File: config.mk
export PLATFORM = sky130hd
export DESIGN_NAME = yolo_anchor_box_decode_unit
export DESIGN_NICKNAME = d
export VERILOG_FILES = /design/src/rtl/yabd_pkg.sv /design/src/rtl/yabd_sigmoid.sv /design/src/rtl/yolo_anchor_box_decode_unit.sv
export SDC_FILE = /design/constraint.sdc
export NUM_CORES = 2
export LEC_CHECK = 0
export BUFFER_PORTS_ARGS = -buffer_cell sky130_fd_sc_hd__buf_2
export CORE_MARGIN = 2
export CORE_UTILIZATION = 40
export CTS_BUF_LIST = sky130_fd_sc_hd__clkbuf_4 sky130_fd_sc_hd__clkbuf_8 sky130_fd_sc_hd__clkbuf_16
export CTS_CLUSTER_SIZE = 16
export DETAILED_ROUTE_END_ITERATION = 10
export GPL_TIMING_DRIVEN = 0
export PLACE_DENSITY = 0.65
export SETUP_SLACK_MARGIN = 0.05
export SYNTH_ARGS = -nofsm -noshare
export SYNTH_HDL_FRONTEND = slang
export SYNTH_SLANG_ARGS = --single-unit
File: constraint.sdc
create_clock -name clk -period 10.7 [get_ports clk]
set_input_delay 0 -clock clk [delete_from_list [all_inputs] [get_ports clk]]
set_output_delay 0 -clock clk [all_outputs]
set_load 0.02 [all_outputs]
File: src/rtl/yabd_pkg.sv
// Shared types and constants for the anchor box decode block.
// No dependencies.
`timescale 1ns / 1ps
package yabd_pkg;

	typedef logic [16:0] sig_t;     // Q0.16 in [0, 65536]
	typedef logic [9:0]  px_t;      // anchor size in pixels

	typedef enum logic [1:0] {
		REG_SCORE_THRESHOLD = 2'd0,
		REG_FRAME_WIDTH     = 2'd1,
		REG_FRAME_HEIGHT    = 2'd2
	} reg_idx_t;

	localparam logic [15:0] SCORE_THRESHOLD_RST = 16'd55706;
	localparam logic [11:0] FRAME_WIDTH_RST     = 12'd448;
	localparam logic [11:0] FRAME_HEIGHT_RST    = 12'd256;

	localparam logic [1:0] LAST_ANCHOR = 2'd2;

	// anchor sizes per head (stride 8, 16, 32, 64) and anchor
	localparam px_t ANCHOR_W [4][3] = '{
		'{10'd19,  10'd44,  10'd38},
		'{10'd96,  10'd86,  10'd180},
		'{10'd140, 10'd303, 10'd238},
		'{10'd436, 10'd739, 10'd925}
	};
	localparam px_t ANCHOR_H [4][3] = '{
		'{10'd27,  10'd40,  10'd94},
		'{10'd68,  10'd152, 10'd137},
		'{10'd301, 10'd264, 10'd542},
		'{10'd615, 10'd380, 10'd792}
	};

endpackage

File: src/rtl/yabd_sigmoid.sv
// Piecewise linear sigmoid, signed fixed-point logit in, Q0.16 out.
// Depends on yabd_pkg.
`timescale 1ns / 1ps
module yabd_sigmoid
	import yabd_pkg::*;
#(
	parameter int FRAC_BITS = 8
) (
	input  logic signed [15:0] x,
	output sig_t               y
);

	localparam int SH = 16 - FRAC_BITS;

	logic        neg;
	logic [16:0] mag17;
	logic [28:0] mag;
	sig_t        pos;

	always_comb begin
		neg   = x[15];
		mag17 = neg ? 17'(-$signed({x[15], x})) : {1'b0, x};
		mag   = {12'b0, mag17} << SH;
		priority if (mag >= 29'd327680) begin
			pos = 17'd65536;
		end else if (mag >= 29'd155648) begin
			pos = 17'(mag >> 5) + 17'd55296;
		end else if (mag >= 29'd65536) begin
			pos = 17'(mag >> 3) + 17'd40960;
		end else begin
			pos = 17'(mag >> 2) + 17'd32768;
		end
		y = neg ? 17'(17'd65536 - pos) : pos;
	end

endmodule

File: src/rtl/yolo_anchor_box_decode_unit.sv
// Anchor box decode: one anchor record of a detection head in, zero or one box out.
// Depends on yabd_pkg and yabd_sigmoid.
//
// Usage:
//  Input channel in_valid/in_stall carries one anchor record per transfer: eight
//  Q8.8 logits, grid cell, head and anchor index. Output channel out_valid/out_stall
//  carries one box (edges in Q.4 pixels, class, Q0.16 score) for every record whose
//  score reaches score_threshold and whose box touches the frame; other records
//  leave no result.
//  Four register stages (sigmoids, products, anchor scaling, edges and frame test);
//  the input transfer loads the first, and out_valid is driven by the last. One
//  record is taken every cycle unless the pipeline is frozen, and the stages move as one unit.
//  When out_stall holds a waiting result, the whole pipeline freezes and in_stall is
//  raised in the same cycle; nothing is lost or repeated.
//  Reset clears all stage valid bits and loads the register defaults
//  (threshold 0.85, frame 448 x 256). Write the cfg port only while idle.
`timescale 1ns / 1ps
module yolo_anchor_box_decode_unit
	import yabd_pkg::*;
#(
	parameter int LOGIT_FRAC_BITS = 8,
	parameter int GRID_DIM_MAX    = 128
) (
	input  logic               clk,
	input  logic               arst_n,
	input  logic               cfg_we,
	input  logic [1:0]         cfg_index,
	input  logic [15:0]        cfg_data,
	input  logic               in_valid,
	output logic               in_stall,
	input  logic signed [15:0] center_x_logit,
	input  logic signed [15:0] center_y_logit,
	input  logic signed [15:0] width_logit,
	input  logic signed [15:0] height_logit,
	input  logic signed [15:0] objectness_logit,
	input  logic signed [15:0] class0_logit,
	input  logic signed [15:0] class1_logit,
	input  logic signed [15:0] class2_logit,
	input  logic [6:0]         cell_column,
	input  logic [6:0]         cell_row,
	input  logic [1:0]         head_index,
	input  logic [1:0]         anchor_index,
	output logic               out_valid,
	input  logic               out_stall,
	output logic signed [18:0] box_left,
	output logic signed [18:0] box_top,
	output logic signed [18:0] box_right,
	output logic signed [18:0] box_bottom,
	output logic [1:0]         top_class,
	output logic [15:0]        score
);

	localparam int CELL_W = $clog2(GRID_DIM_MAX);

	// configuration
	logic [15:0] thr_q;
	logic [11:0] fw_q, fh_q;

	always_ff @(posedge clk or negedge arst_n) begin
		if (!arst_n) begin
			thr_q <= SCORE_THRESHOLD_RST;
			fw_q  <= FRAME_WIDTH_RST;
			fh_q  <= FRAME_HEIGHT_RST;
		end else if (cfg_we) begin
			unique case (cfg_index)
				REG_SCORE_THRESHOLD: thr_q <= cfg_data;
				REG_FRAME_WIDTH:     fw_q  <= cfg_data[11:0];
				REG_FRAME_HEIGHT:    fh_q  <= cfg_data[11:0];
				default: ;
			endcase
		end
	end

	logic adv;
	assign adv      = !(out_valid && out_stall);
	assign in_stall = !adv;

	// stage 1: class pick and sigmoids
	logic signed [15:0] best;
	logic [1:0]         best_id;
	sig_t sx, sy, sw, sh, so, sc;

	always_comb begin
		best    = class0_logit;
		best_id = 2'd0;
		if (class1_logit > best) begin
			best    = class1_logit;
			best_id = 2'd1;
		end
		if (class2_logit > best) begin
			best    = class2_logit;
			best_id = 2'd2;
		end
	end

	yabd_sigmoid #(.FRAC_BITS(LOGIT_FRAC_BITS)) u_sx (.x(center_x_logit),   .y(sx));
	yabd_sigmoid #(.FRAC_BITS(LOGIT_FRAC_BITS)) u_sy (.x(center_y_logit),   .y(sy));
	yabd_sigmoid #(.FRAC_BITS(LOGIT_FRAC_BITS)) u_sw (.x(width_logit),      .y(sw));
	yabd_sigmoid #(.FRAC_BITS(LOGIT_FRAC_BITS)) u_sh (.x(height_logit),     .y(sh));
	yabd_sigmoid #(.FRAC_BITS(LOGIT_FRAC_BITS)) u_so (.x(objectness_logit), .y(so));
	yabd_sigmoid #(.FRAC_BITS(LOGIT_FRAC_BITS)) u_sc (.x(best),             .y(sc));

	logic [CELL_W-1:0] col_c, row_c;
	always_comb begin
		col_c = ({25'b0, cell_column} >= 32'(GRID_DIM_MAX)) ?
			CELL_W'(GRID_DIM_MAX - 1) : CELL_W'(cell_column);
		row_c = ({25'b0, cell_row} >= 32'(GRID_DIM_MAX)) ?
			CELL_W'(GRID_DIM_MAX - 1) : CELL_W'(cell_row);
	end

	logic              v_s1;
	sig_t              sx_s1, sy_s1, sw_s1, sh_s1, so_s1, sc_s1;
	logic [1:0]        id_s1, head_s1, anc_s1;
	logic [CELL_W-1:0] col_s1, row_s1;

	// stage 2: score product, squares, centers, anchor lookup
	logic              v_s2;
	logic [16:0]       prob_s2;
	logic [32:0]       sqw_s2, sqh_s2;
	logic signed [23:0] cx_s2, cy_s2;
	px_t               aw_s2, ah_s2;
	logic [1:0]        id_s2;

	logic [33:0]        prod;
	logic signed [26:0] tx, ty;
	always_comb begin
		prod = 34'(so_s1) * 34'(sc_s1);
		tx = $signed({9'b0, sx_s1, 1'b0}) - 27'sd32768 + $signed(27'(col_s1) << 16);
		ty = $signed({9'b0, sy_s1, 1'b0}) - 27'sd32768 + $signed(27'(row_s1) << 16);
	end

	// stage 3: anchor scaling and threshold
	logic               v_s3, pass_s3;
	logic signed [23:0] cx_s3, cy_s3;
	logic [15:0]        hw_s3, hh_s3;
	logic [16:0]        prob_s3;
	logic [1:0]         id_s3;

	logic [42:0] pw, ph;
	always_comb begin
		pw = 43'(sqw_s2) * 43'(aw_s2);
		ph = 43'(sqh_s2) * 43'(ah_s2);
	end

	// stage 4 combinational: edges and frame test
	logic signed [23:0] l, t, r, b;
	logic               outside;
	always_comb begin
		l = cx_s3 - $signed({8'b0, hw_s3});
		r = cx_s3 + $signed({8'b0, hw_s3});
		t = cy_s3 - $signed({8'b0, hh_s3});
		b = cy_s3 + $signed({8'b0, hh_s3});
		outside = (r <= 24'sd0) || (b <= 24'sd0) ||
			(l >= $signed({8'b0, fw_q, 4'b0})) || (t >= $signed({8'b0, fh_q, 4'b0}));
	end

	always_ff @(posedge clk or negedge arst_n) begin
		if (!arst_n) begin
			v_s1      <= 1'b0;
			v_s2      <= 1'b0;
			v_s3      <= 1'b0;
			out_valid <= 1'b0;
		end else if (adv) begin
			v_s1      <= in_valid;
			v_s2      <= v_s1;
			v_s3      <= v_s2;
			out_valid <= v_s3 && pass_s3 && !outside;
		end
	end

	always_ff @(posedge clk) begin
		if (adv) begin
			sx_s1   <= sx;
			sy_s1   <= sy;
			sw_s1   <= sw;
			sh_s1   <= sh;
			so_s1   <= so;
			sc_s1   <= sc;
			id_s1   <= best_id;
			head_s1 <= head_index;
			anc_s1  <= (anchor_index > LAST_ANCHOR) ? LAST_ANCHOR : anchor_index;
			col_s1  <= col_c;
			row_s1  <= row_c;

			prob_s2 <= prod[32:16];
			sqw_s2  <= 33'(34'(sw_s1) * 34'(sw_s1));
			sqh_s2  <= 33'(34'(sh_s1) * 34'(sh_s1));
			cx_s2   <= 24'(tx >>> (4'd9 - {2'b0, head_s1}));
			cy_s2   <= 24'(ty >>> (4'd9 - {2'b0, head_s1}));
			aw_s2   <= ANCHOR_W[head_s1][anc_s1];
			ah_s2   <= ANCHOR_H[head_s1][anc_s1];
			id_s2   <= id_s1;

			pass_s3 <= prob_s2 >= {1'b0, thr_q};
			cx_s3   <= cx_s2;
			cy_s3   <= cy_s2;
			hw_s3   <= pw[42:27];
			hh_s3   <= ph[42:27];
			prob_s3 <= prob_s2;
			id_s3   <= id_s2;

			box_left   <= l[18:0];
			box_top    <= t[18:0];
			box_right  <= r[18:0];
			box_bottom <= b[18:0];
			top_class  <= id_s3;
			score      <= prob_s3[16] ? 16'hFFFF : prob_s3[15:0];
		end
	end

endmodule

Yosys cells after proc, flatten, opt, wreduce, memory -nomap -nowiden --
Index checks and enable logic that the tools add are counted.
Word-level totals: input port bits 169, bits in writable memories 0, logic and storage cells 173, memories 0, register bits 513, output and inout port bits 96, bits in read-only memories 0, latch bits 0
Operators by class: add/subtract/negate cells 39, eq/ne operators 2, shift operators 2, $mul 5, reductions and logical operators 11, div/mod/pow operators 0, muxes and demuxes 45, order comparisons 28, bitwise logic cells 2
Operators by type and width (number):
- $mux W17 | 30
- $add A17 B16 Y17 const B | 18
- $ge A25 B17 Y1 const B | 6
- $ge A25 B18 Y1 const B | 6
- $ge A25 B19 Y1 const B | 6
- $bmux W30 S2 | 2
- $mux W30 | 4
- $neg A16 Y17 | 6
- $sub A17 B17 Y17 const A | 6
- $mul A17 B17 Y33 | 3
- $mul A33 B10 Y43 | 2
- $add A19 B24 Y25 | 2
- $sshr A25 B4 Y24 | 2
- $add A24 B17 Y24 | 2
- $ge A24 B17 Y1 | 2
- $le A24 B1 Y1 const B | 2
- $sub A24 B17 Y24 | 2
- $bmux W10 S2 | 2
- $mux W10 | 4
- $sub A18 B16 Y19 const B | 2
- $gt A16 B16 Y1 | 2
- $mux W16 | 2
- $ge A17 B16 Y1 | 1
- $ge A3 B3 Y1 const B | 2
- other kinds (11) | 18

Depth between registers and ports, before layout --
depth after elaboration 12, gate-level depth with buffers 38, depth with buffers taken out 36

Hierarchy --
From an unflattened synthesis, not the netlist that was laid out.
Second synthesis, totals: cells, all modules 7935, area total of the unflattened synthesis 76178.1 sq um
By module, submodules not included:
- yolo_anchor_box_decode_unit | times used 1, area an instance 66520.0 sq um, cells an instance 6575, sequential area each 14780.4 sq um
- yabd_sigmoid (u_sc ...) | times used 5, area an instance 1577.8 sq um, cells an instance 221, sequential area each 0.0 sq um
- yabd_sigmoid (u_sx) | times used 1, area an instance 1769.2 sq um, cells an instance 255, sequential area each 0.0 sq um

Worst setup path before layout --
OpenSTA, ideal clock, no wires.
kind register -> register, from register out_valid, to register v_s1, clock period less this slack 12708 ps, data arrival time 12570 ps, stages on the path, launching flop included 4, slack -2008 ps, data required time 10562 ps, buffers on the path 0, library setup time 138 ps, cell sequence dfrtp_1 -> nand2_1 -> inv_1 -> mux2_2
On the way: longest elaborated chain between the ends 1
Ends and longest elaborated chain:
- from (decl) | line yolo_anchor_box_decode_unit.sv:43 | output logic out_valid,
- from (signal assigned) | line yolo_anchor_box_decode_unit.sv:167 | out_valid <= v_s3 && pass_s3 && !outside;
- $logic_and A1 B1 Y1 | line yolo_anchor_box_decode_unit.sv:75 | assign adv = !(out_valid && out_stall);
- via in_stall | line yolo_anchor_box_decode_unit.sv:30 | output logic in_stall,
- to (signal assigned) | line yolo_anchor_box_decode_unit.sv:164 | v_s1 <= in_valid;
- to (decl) | line yolo_anchor_box_decode_unit.sv:111 | logic v_s1;
The timed path passes the listed nets, and every way through them passes these cells. A chain may end at the register's enable or synchronous reset.

Final worst setup path --
from input class0_logit[15], to register sc_s1[14], data pin
On the way: longest elaborated chain between the ends 12, elaborated cells between the ends (all ways) 17, those cells by class 5 x add/sub; 5 x order compare; 7 x mux
Ends and longest elaborated chain:
- from (decl) | line yolo_anchor_box_decode_unit.sv:36 | input logic signed [15:0] class0_logit,
- $gt A16 B16 Y1 | line yolo_anchor_box_decode_unit.sv:86 | if (class1_logit > best) begin
- $mux W16 (*) | line yolo_anchor_box_decode_unit.sv:86
- $gt A16 B16 Y1 | line yolo_anchor_box_decode_unit.sv:90 | if (class2_logit > best) begin
- $mux W16 (*) | line yolo_anchor_box_decode_unit.sv:90
- $neg A16 Y17 | line yabd_sigmoid.sv:22 | mag17 = neg ? 17'(-$signed({x[15], x})) : {1'b0, x};
- $mux W17 | line yabd_sigmoid.sv:22
- $ge A25 B17 Y1, or another cell as far along | line yabd_sigmoid.sv:28 | end else if (mag >= 29'd65536) begin
- $mux W17 | line yabd_sigmoid.sv:28
- $mux W17 | line yabd_sigmoid.sv:26 | end else if (mag >= 29'd155648) begin
- $mux W17 | line yabd_sigmoid.sv:24 | priority if (mag >= 29'd327680) begin
- $sub A17 B17 Y17 | line yabd_sigmoid.sv:33 | y = neg ? 17'(17'd65536 - pos) : pos;
- $mux W17 (*) | line yabd_sigmoid.sv:33
- via sc[14] | line yolo_anchor_box_decode_unit.sv:81 | sig_t sx, sy, sw, sh, so, sc;
- to (signal assigned) | line yolo_anchor_box_decode_unit.sv:178 | sc_s1 <= sc;
- to (decl) | line yolo_anchor_box_decode_unit.sv:112 | sig_t sx_s1, sy_s1, sw_s1, sh_s1, so_s1, sc_s1;
The timed path passes the listed nets; every way through them passes the cells marked *.

==> flow_metrics.py <==
metrics = {
    "synth": {
        "synthCells": 6205,
        "synthArstFlopShare": 0.0926,
        "synth_seq_area_share": 0.231,
        "ys_warn_count": 0,
        "syn-cell-area_um2": 60800,
        "syn-num-nets": 7793,
        "synth_cell_types": 94,
        "synth.avg_cell_area_um2": 9.80,
        "synth_ff_type": "edfxtp_1",
        "synth-edff-count": 431,
        "ys_seq_elements": 475,
    },
    "grt": {
        "grt.busiest_layer": "met2",
        "use_met2": 0.314,
        "grt_pass1_wl_um": 240000,
        "antenna_found_initial": 2,
        "grtUsageMet1": 0.260,
        "grt_start_max_net_pins": 126,
        "grt_pass1_vias": 45600,
        "grt_usage": 0.189,
        "use_met3": 0.0217,
        "grt_overflow": 0,
    },
    "die": {
        "ios": 265,
        "rows": 143,
        "start_util": 0.401,
        "design.core.area_um2": 152000,
        "floorplan.die_area_um2": 155000,
        "die_h_um": 394,
        "die_w_um": 394,
    },
    "job": {
        "drv_cap": 0,
    },
    "detailed_routing": {
        "wl_per_cell_um": 16.8,
        "viasPerCell": 5.08,
        "drt-total-wl_um": 146000,
        "first_iter_violations": 2632,
        "ant_nets": 0,
        "vias": 44100,
        "drtPass1Iterations": 5,
        "drc": 0,
    },
    "clocking": {
        "postCtsSetupBuffers": 0,
        "ctsResizeCount": 0,
        "cts-buffers-inserted": 56,
        "cts-htree-levels": 2,
        "cts_buffer_depth": 3,
        "cts_root_buf": "clkbuf_16",
        "postCtsHoldBufs": 72,
        "clock_sinks": 475,
        "clk_latency_ns": 0.70,
        "clk_pin_slew_ns": 0.07,
        "cts_tree": "yes",
    },
    "timing": {
        "report.final.setup_viol": 0,
        "worstMarginPinSlew_ns": 1.10,
        "min_period_ns": 8.74,
        "fin_ws_ns": 1.96,
        "fin_crit_sh": 0.817,
        "maxSlewViolCount": 0,
        "whs_ns": 0.0404,
        "slew_headroom": 0.248,
        "totalNegativeSetupSlack_ns": 0,
        "rsz0062_at_grt": "no",
        "max_clock_freq_mhz": 114,
        "clock_skew_ns": 0.0549,
        "hold_viol_final": 0,
    },
    "layout": {
        "n_antenna_cell": 0,
        "nNetsFinal": 8191,
        "final-instance-count-excl-fill": 8680,
        "area_growth_pct": 11.1,
        "layout_common_cells": "988 x inv_1, 759 x fa_1, 676 x nand2_1, 660 x ha_1, 451 x and2_1",
        "final_common_cell": "inv_1",
        "drive_above_1_share": 0.0785,
    },
    "worst_setup_path": {
        "path_class": "input pin to register",
        "crit_path_max_fanout": 10,
        "crit_top_cell": "ha_1",
        "crit_path_top_delay_cell": "nor3_1",
        "max_stage_delay_ns": 0.65,
        "cp-start-kind": "input pin",
        "crit_path_start": "class0_logit[15]",
        "crit_buf_inv": 6,
        "crit_required_ns": 11.09,
        "cp.arrival_ns": 9.13,
        "cp-end-kind": "register",
        "cp_top_family": "compound AO/OA/AOI/OAI gates",
        "rr_startpoint": "aw_s2[8]$_DFFE_PN_",
    },
    "placement": {
        "dp_hpwl_um": 118000,
        "place_congestion": 0.915,
        "portBuffers": 262,
        "pre_cts_ws_ns": 1.43,
        "dp_cells": 8503,
    },
    "pwr": {
        "p_leak_uw": 0.0327,
        "p_per_area_nw_per_um2": 205,
        "vdd_ir_drop_max_mv": 0.197,
        "p_total_uw": 13900,
    },
    "worst_hold_path": {
        "hold_class": "input pin to register",
        "min_from": "cell_row[1]",
    },
    "run_status": {
        "outcome": "completed",
    },
}
-- worst reg2reg max path, stage by stage, from the launching register on --
cell	delay, ns
edfxtp_1	0.32
clkbuf_1	0.47
clkbuf_1	0.52
nand2_1	0.15
fa_1	0.52
fa_1	0.52
fa_1	0.55
inv_1	0.06
fa_1	0.52
fa_1	0.53
ha_1	0.33
a21o_1	0.16
a21o_1	0.17
a21oi_1	0.13
nor2_1	0.05
a21oi_1	0.10
o21ai_0	0.28
a21oi_1	0.33
a211oi_1	0.14
o21a_1	0.24
o41a_1	0.36
a41oi_1	0.29
a21oi_1	0.14
a21oi_1	0.24
o21bai_1	0.10
xnor2_1	0.12
-- cell families after synthesis --
family                   after synthesis  share of synthesized area
XOR/XNOR                             351                     0.0505
AO/OA/AOI/OAI                        802                     0.0874
multiplexers                         115                     0.0222
adder cells (fa/ha/maj)             1419                      0.385
buffers and inverters               1244                     0.0774
flip-flops                           475                      0.231
other                                  1                  0.0000616
AND/OR/NAND/NOR                     1798                      0.146
-- where the power goes --
part | internal (uW) | total [uW] | switching [uW]
Combinational | 3170 | 8250 | 5080
Sequential | 3050 | 3490 | 432
Clock | 1260 | 2120 | 866
-- through the flow --
step	area, um2	util
after CTS	67600	0.446
after global routing	67600	0.446
after global placement	64700	0.427
after detailed placement	64800	0.428
after floorplan	60800	-
final	67600	0.446
-- registers in the layout, summed over array words and instances, names as in the netlist, 14 cells and up --
| register | cells |
|---|---|
| sqh_s2 | 26 |
| sqw_s2 | 26 |
| cx_s2 | 24 |
| cx_s3 | 24 |
| cy_s2 | 24 |
| cy_s3 | 24 |
| box_left | 19 |
| box_top | 19 |
| box_bottom | 18 |
| box_right | 18 |
| prob_s2 | 17 |
| prob_s3 | 17 |
| hh_s3 | 16 |
| hw_s3 | 16 |
| score | 16 |
| thr_q | 16 |
| sc_s1 | 14 |
| sh_s1 | 14 |
| so_s1 | 14 |
| sw_s1 | 14 |
-- cells in the mapped netlist, types with 21 or more instances --
cell type,count,area (um2)
mux2i_1,56,561
o31ai_1,33,248
o211ai_1,49,368
mux2_2,46,518
or2_2,29,181
fa_1,759,15200
a31oi_1,31,194
ha_1,660,8260
clkbuf_1,224,841
nand2b_1,43,269
nor4_1,30,188
nand3_1,58,290
xor2_1,111,972
inv_1,988,3710
edfxtp_1,431,12900
a211oi_1,35,263
xnor2_1,240,2100
o21ai_0,187,936
and2_1,451,2820
nor2_1,260,976
a21o_1,55,413
o21a_1,26,195
nor2b_1,48,300
o21bai_1,43,323
and3_1,21,131
nor3_1,75,375
a21oi_1,197,986
nand2_1,677,2540
or3_1,28,175
nand4_1,23,144
dfrtp_1,31,776
-- routing by layer --
layer  vias to the layer above  routed length [um]
met5                         -                  13
met4                         2                4230
met3                       213                7300
met2                      1132               68000
met1                     21700               66200
li1                      21000                   -
-- final timing paths --
check | end | slack, ns | cells past startpoint
min in group asynchronous | fh_q[5]$_DFFE_PN0P_ | 0.07 | 2
worst max register to register | hw_s3[15]$_DFFE_PN_ | 3.11 | 25
max in group asynchronous | fh_q[3]$_DFFE_PN0P_ | 9.95 | 2
worst max-delay path | sc_s1[14]$_DFFE_PN_ | 1.96 | 37
worst min-delay path | row_s1[1]$_DFFE_PN_ | 0.04 | 2
worst min register to register | cx_s3[18]$_DFFE_PN_ | 0.41 | 0
-- layout make-up --
cell class                 count  area, um2
tap                         2030       2540
inverter                     992       3720
clock inverter                44        614
sequential                   475      14100
buffer                       252        986
clock buffer                  61       1440
multi-input combinational   4486      42100
timing repair buffer         340       2140
fill                       14400      83900
Power figures use the tool's default switching activity.
